## src/sv/assert_macros.svh

```systemverilog
// Assertion macros shared by the rate limiter RTL.
// Clocked, reset-qualified concurrent assertions; compiled out with NO_ASSERTIONS.
`ifndef ASSERT_MACROS_SVH
`define ASSERT_MACROS_SVH
`ifndef NO_ASSERTIONS
`define ASSERT_RST(label, clk, rst, prop, msg) \
   label: assert property (@(posedge clk) disable iff (rst) prop) else $error(msg);
`define ASSERT_NEVER(label, clk, rst, expr, msg) \
   label: assert property (@(posedge clk) disable iff (rst) !(expr)) else $error(msg);
`else
`define ASSERT_RST(label, clk, rst, prop, msg)
`define ASSERT_NEVER(label, clk, rst, expr, msg)
`endif
`endif

```

## src/sv/lklrl_pkg.sv

```systemverilog
// Shared types and constants for the keyed log rate limiter.
// No dependencies.
package lklrl_pkg;

   localparam int KEY_W        = 64;
   localparam int TIME_W       = 48;
   localparam int CAPACITY_DEF = 64;
   localparam int CSR_DATA_W   = 64;
   localparam int CSR_ADDR_W   = 4;

   localparam logic [TIME_W-1:0] INTERVAL_RST = 48'd1000000;

   // register index, taken from the 8-byte aligned address
   localparam logic REG_REPEAT_INTERVAL = 1'b0;

   typedef struct packed {
      logic load;
      logic scan_rd;
      logic idx_clr;
      logic age_rd;
      logic log_rd;
      logic commit;
   } lklrl_cmd_type;

   typedef struct packed {
      logic empty;
      logic idx_last;
      logic result;
   } lklrl_status_type;

endpackage

```

## src/sv/lklrl_ctrl.sv

```systemverilog
// Sequencing state machine for the rate limiter: scan pass, aging pass, commit.
// Depends on lklrl_pkg and assert_macros.svh; holds the result register.
`include "assert_macros.svh"

module lklrl_ctrl import lklrl_pkg::*; (
   input  logic             clock,
   input  logic             reset,
   input  logic             req_valid,
   output logic             req_ready,
   output logic             rsp_valid,
   input  logic             rsp_ready,
   output logic             rsp_log_permitted,
   output lklrl_cmd_type    cmd,
   input  lklrl_status_type status
);

   typedef enum logic [2:0] {
      ST_IDLE,
      ST_SCAN,
      ST_SCAN_DRAIN,
      ST_AGE,
      ST_AGE_DRAIN,
      ST_COMMIT,
      ST_DONE
   } state_type;

   state_type state_ff, state_in;
   logic      rsp_valid_ff, rsp_valid_in;
   logic      rsp_log_ff, rsp_log_in;
   logic      rsp_free;

   assign rsp_free          = !rsp_valid_ff || rsp_ready;
   assign req_ready         = (state_ff == ST_IDLE);
   assign rsp_valid         = rsp_valid_ff;
   assign rsp_log_permitted = rsp_log_ff;

   always_comb begin
      state_in     = state_ff;
      rsp_valid_in = rsp_valid_ff && !rsp_ready;
      rsp_log_in   = rsp_log_ff;
      cmd          = '0;
      unique case (state_ff)
         ST_IDLE: begin
            if (req_valid) begin
               cmd.load = 1'b1;
               state_in = status.empty ? ST_COMMIT : ST_SCAN;
            end
         end
         ST_SCAN: begin
            cmd.scan_rd = 1'b1;
            if (status.idx_last) begin
               state_in = ST_SCAN_DRAIN;
            end
         end
         ST_SCAN_DRAIN: begin
            cmd.idx_clr = 1'b1;
            state_in    = ST_AGE;
         end
         ST_AGE: begin
            cmd.age_rd = 1'b1;
            if (status.idx_last) begin
               state_in = ST_AGE_DRAIN;
            end
         end
         ST_AGE_DRAIN: begin
            cmd.log_rd = 1'b1;
            state_in   = ST_COMMIT;
         end
         ST_COMMIT: begin
            cmd.commit = 1'b1;
            state_in   = ST_DONE;
         end
         ST_DONE: begin
            if (rsp_free) begin
               rsp_valid_in = 1'b1;
               rsp_log_in   = status.result;
               state_in     = ST_IDLE;
            end
         end
         default: begin
            state_in = ST_IDLE;
         end
      endcase
   end

   always_ff @(posedge clock) begin
      if (reset) begin
         state_ff     <= ST_IDLE;
         rsp_valid_ff <= 1'b0;
      end else begin
         state_ff     <= state_in;
         rsp_valid_ff <= rsp_valid_in;
      end
      rsp_log_ff <= rsp_log_in;
   end

   `ASSERT_RST(a_rsp_from_done, clock, reset, $rose(rsp_valid_ff) |-> $past(state_ff == ST_DONE), "result raised outside done state")
   `ASSERT_RST(a_accept_leaves_idle, clock, reset, (req_valid && req_ready) |=> (state_ff != ST_IDLE), "accepted transaction left controller idle")
   `ASSERT_RST(a_commit_order, clock, reset, (state_ff == ST_COMMIT) |-> ($past(state_ff) == ST_AGE_DRAIN || $past(state_ff) == ST_IDLE), "commit reached out of order")

endmodule

```

## config.mk

```make
export PLATFORM = sky130hd
export DESIGN_NAME = lklrl_ctrl
export DESIGN_NICKNAME = d
export VERILOG_FILES = /design/src/sv/lklrl_pkg.sv /design/src/sv/lklrl_ctrl.sv
export VERILOG_INCLUDE_DIRS = /design/src /design/src/sv
export SDC_FILE = /design/constraint.sdc
export NUM_CORES = 1
export LEC_CHECK = 0
export BUFFER_PORTS_ARGS = -buffer_cell sky130_fd_sc_hd__buf_4
export CAP_MARGIN = 10
export CORE_AREA = 2 2 39 41
export DETAILED_ROUTE_END_ITERATION = 8
export DIE_AREA = 0 0 41 43
export MAX_ROUTING_LAYER = met4
export PLACE_DENSITY = 0.55
export SLEW_MARGIN = 10
export SYNTH_ARGS = -nofsm -noshare
export SYNTH_HDL_FRONTEND = slang
export SYNTH_SLANG_ARGS = --single-unit
```

## constraint.sdc

```tcl
create_clock -name clock -period 1.7 [get_ports clock]
set_input_delay 0.085 -clock clock [delete_from_list [all_inputs] [get_ports clock]]
set_output_delay 0.085 -clock clock [all_outputs]
set_load 0.05 [all_outputs]
```

==> impl_metrics.ini <==
[synthesis]
synth_seq_cells = 5
netlist_instances = 42
synth_area_per_cell_um2 = 8.22
syn-num-nets = 49
syn_area_um2 = 345
seq_area_frac_synth_pct = 31.9
ys.warnings.count = 0
yosysUniqueCellTypes = 24

[floorplanning]
dieArea_um2 = 1760
pin_count = 16
dieWidth_um = 41
fp.dieH_um = 43
coreArea_um2 = 1380
start_util_pct = 25.0
num_rows = 14

[sta]
tightest_slew_ns = 0.449
drv_slew = 0
skew_ns = 0.000869
rsz0062_at_grt = false
timing.final.ws_setup_ns = 0.195
maxSlewHeadroom_pct = 70.0
fmax_mhz = 664
finalCriticalPeriod_ns = 1.51
final-setup-viol-count = 0
hold_violations = 0
fin_crit_sh_pct = 88.5
totalNegativeSetupSlack_ns = 0
fin_hold_ws_ns = 0.0235

[finish]
syn_to_final_growth_pct = 42.4
finalNetCount = 66
drive_above_1_share_pct = 36.2
final_util_pct = 35.5
antenna_cells = 0

[detailed_routing]
dr_wl_met2_um = 411
vias = 363
vias_per_cell = 4.91
routedWlPerCell_um = 12.0
drc = 0
dr_wl_met3_um = 57
wl_um = 885
first_pass_iters = 4
drt-initial-drc-count = 13
highest-signal-layer = met4
met1_length_um = 403
postRouteAntennaNets = 0

[global_routing]
grt_max_degree = 15
grt.total_usage_pct = 11.5
grt_pass1_vias = 338
grt_overflow = 0
grt_pass1_wl_um = 1330
antenna_found_initial = 0

[outcome]
status = finished clean

[placement]
dp.final_hpwl_um = 607
gp_congestion = 0.787
io_buffers = 15
pre_cts_slack_ns = 0.425

[pwr]
clkPwrFrac_pct = 21.2
power-per-cell-area_nw_per_um2 = 1290
p_seq_share_pct = 29.9
p_sw_share_pct = 46.5
power_switching_mw = 0.295
ir_drop_mv = 0.391
p_int_mw = 0.340
p_leak_nw = 0.218
combPwrFrac_pct = 48.8

[clocking]
cts_inserted_buffers = 3
postCtsResizedCells = 0
cts_setup_buffers = 0
cts_max_level = 1
cts_tree = done
cts.sinks = 5
root_buffer = clkbuf_4
clk_transition_reported_paths_ns = 0.04
cts_hold_buffers = 0
clk_path_buf_depth = 2
clk-insertion-delay-late_ns = 0.24

[worst_setup_path]
critical_path_required_ns = 1.62
setup.worst_path.class = reg -> out
cp-end-kind = primary output
cp_max_fo = 14
worstSetupStartpointType = register
arrival_ns = 1.42

[worst_hold_path]
min_path_type = in -> reg

[job]
maxCapViolations = 0
worst paths after layout:
kind	start	to	slack, ns	depth (start not counted)
worst max-delay path	state_ff[0]	cmd[3]	0.19	3
worst min-delay path	status[0]	rsp_log_permitted	0.02	1
worst max register to register	state_ff[0]	state_ff[2]	0.33	3
worst min register to register	rsp_valid	rsp_valid	0.51	2
cell families after synthesis:
kind of cell | synth area share (%)
flops | 31.9
compound gates | 24.6
buf+inv | 10.1
simple gates | 33.3
area by class of cell:
| class | count | area (um^2) |
|---|---|---|
| fillers | 156 | 892 |
| clock buffers | 4 | 26.3 |
| well taps | 16 | 20.0 |
| inverters | 3 | 11.3 |
| flip-flops and latches | 5 | 110 |
| multi-input cells | 31 | 211 |
| repair buffers | 15 | 113 |
critical path: stages, from the launching register on:
cell	delay (ns)
dfxtp_1	0.59
inv_1	0.19
and3_1	0.22
buf_4	0.18
placed cells by master (no fill, tap or decap), drive strengths merged:
cell / instances
and3: 2
o21ai: 4
a21oi: 5
a311oi: 1
nor3b: 1
or3: 1
nor2b: 1
clkbuf: 4
a211oi: 1
nand3: 1
edfxtp: 1
and4bb: 1
a211o: 1
dfxtp: 4
a32oi: 1
inv: 3
buf: 15
nor3: 3
nor2: 2
nand2b: 5
and2: 1
power by group through the flow:
| stage | clock network, mW | logic, mW | registers [mW] |
|---|---|---|---|
| after floorplan | 0 | 0.277 | 0.155 |
| after global placement | 0 | 0.308 | 0.194 |
| after detailed placement | 0 | 0.308 | 0.192 |
| after CTS | 0.144 | 0.313 | 0.189 |
| after global routing | 0.154 | 0.328 | 0.195 |
| final | 0.135 | 0.310 | 0.190 |
sequential cells by signal, summed over array words and instances, names as in the netlist:
signal             cells
rsp_log_permitted      1
state_ff               3
rsp_valid              1
cells in the mapped netlist:
cell	number	area, um^2
inv_1	3	11.3
a32oi_1	1	8.76
a211o_1	1	8.76
edfxtp_1	1	30.0
a211oi_1	1	7.51
a21oi_1	5	25.0
a311oi_2	1	15.0
and4bb_1	1	12.5
buf_4	1	7.51
or3_1	1	6.26
dfxtp_1	4	80.1
buf_6	1	11.3
nor2b_1	1	6.26
nor3_1	2	10.0
o21ai_0	3	15.0
nor3b_1	1	7.51
nor3_2	1	10.0
nand3_1	1	5.00
and3_1	2	12.5
nor2_1	2	7.51
nand2b_1	5	31.3
o21ai_1	1	5.00
buf_2	1	5.00
and2_1	1	6.26
metrics by stage:
step | cells | instance area (um^2) | power, mW
after floorplan | 42 | 357 | 0.433
after global placement | 70 | 465 | 0.502
after detailed placement | 70 | 465 | 0.500
after CTS | 74 | 492 | 0.646
after global routing | 74 | 492 | 0.677
final | 74 | 492 | 0.636
layer usage:
metal / track usage (%) / up-vias
met5: - / -
met4: 10.0 / 0
met3: 1.57 / 2
met2: 15.6 / 15
met1: 14.1 / 161
li1: - / 185
Note: power is estimated with default switching activity, not from simulation.
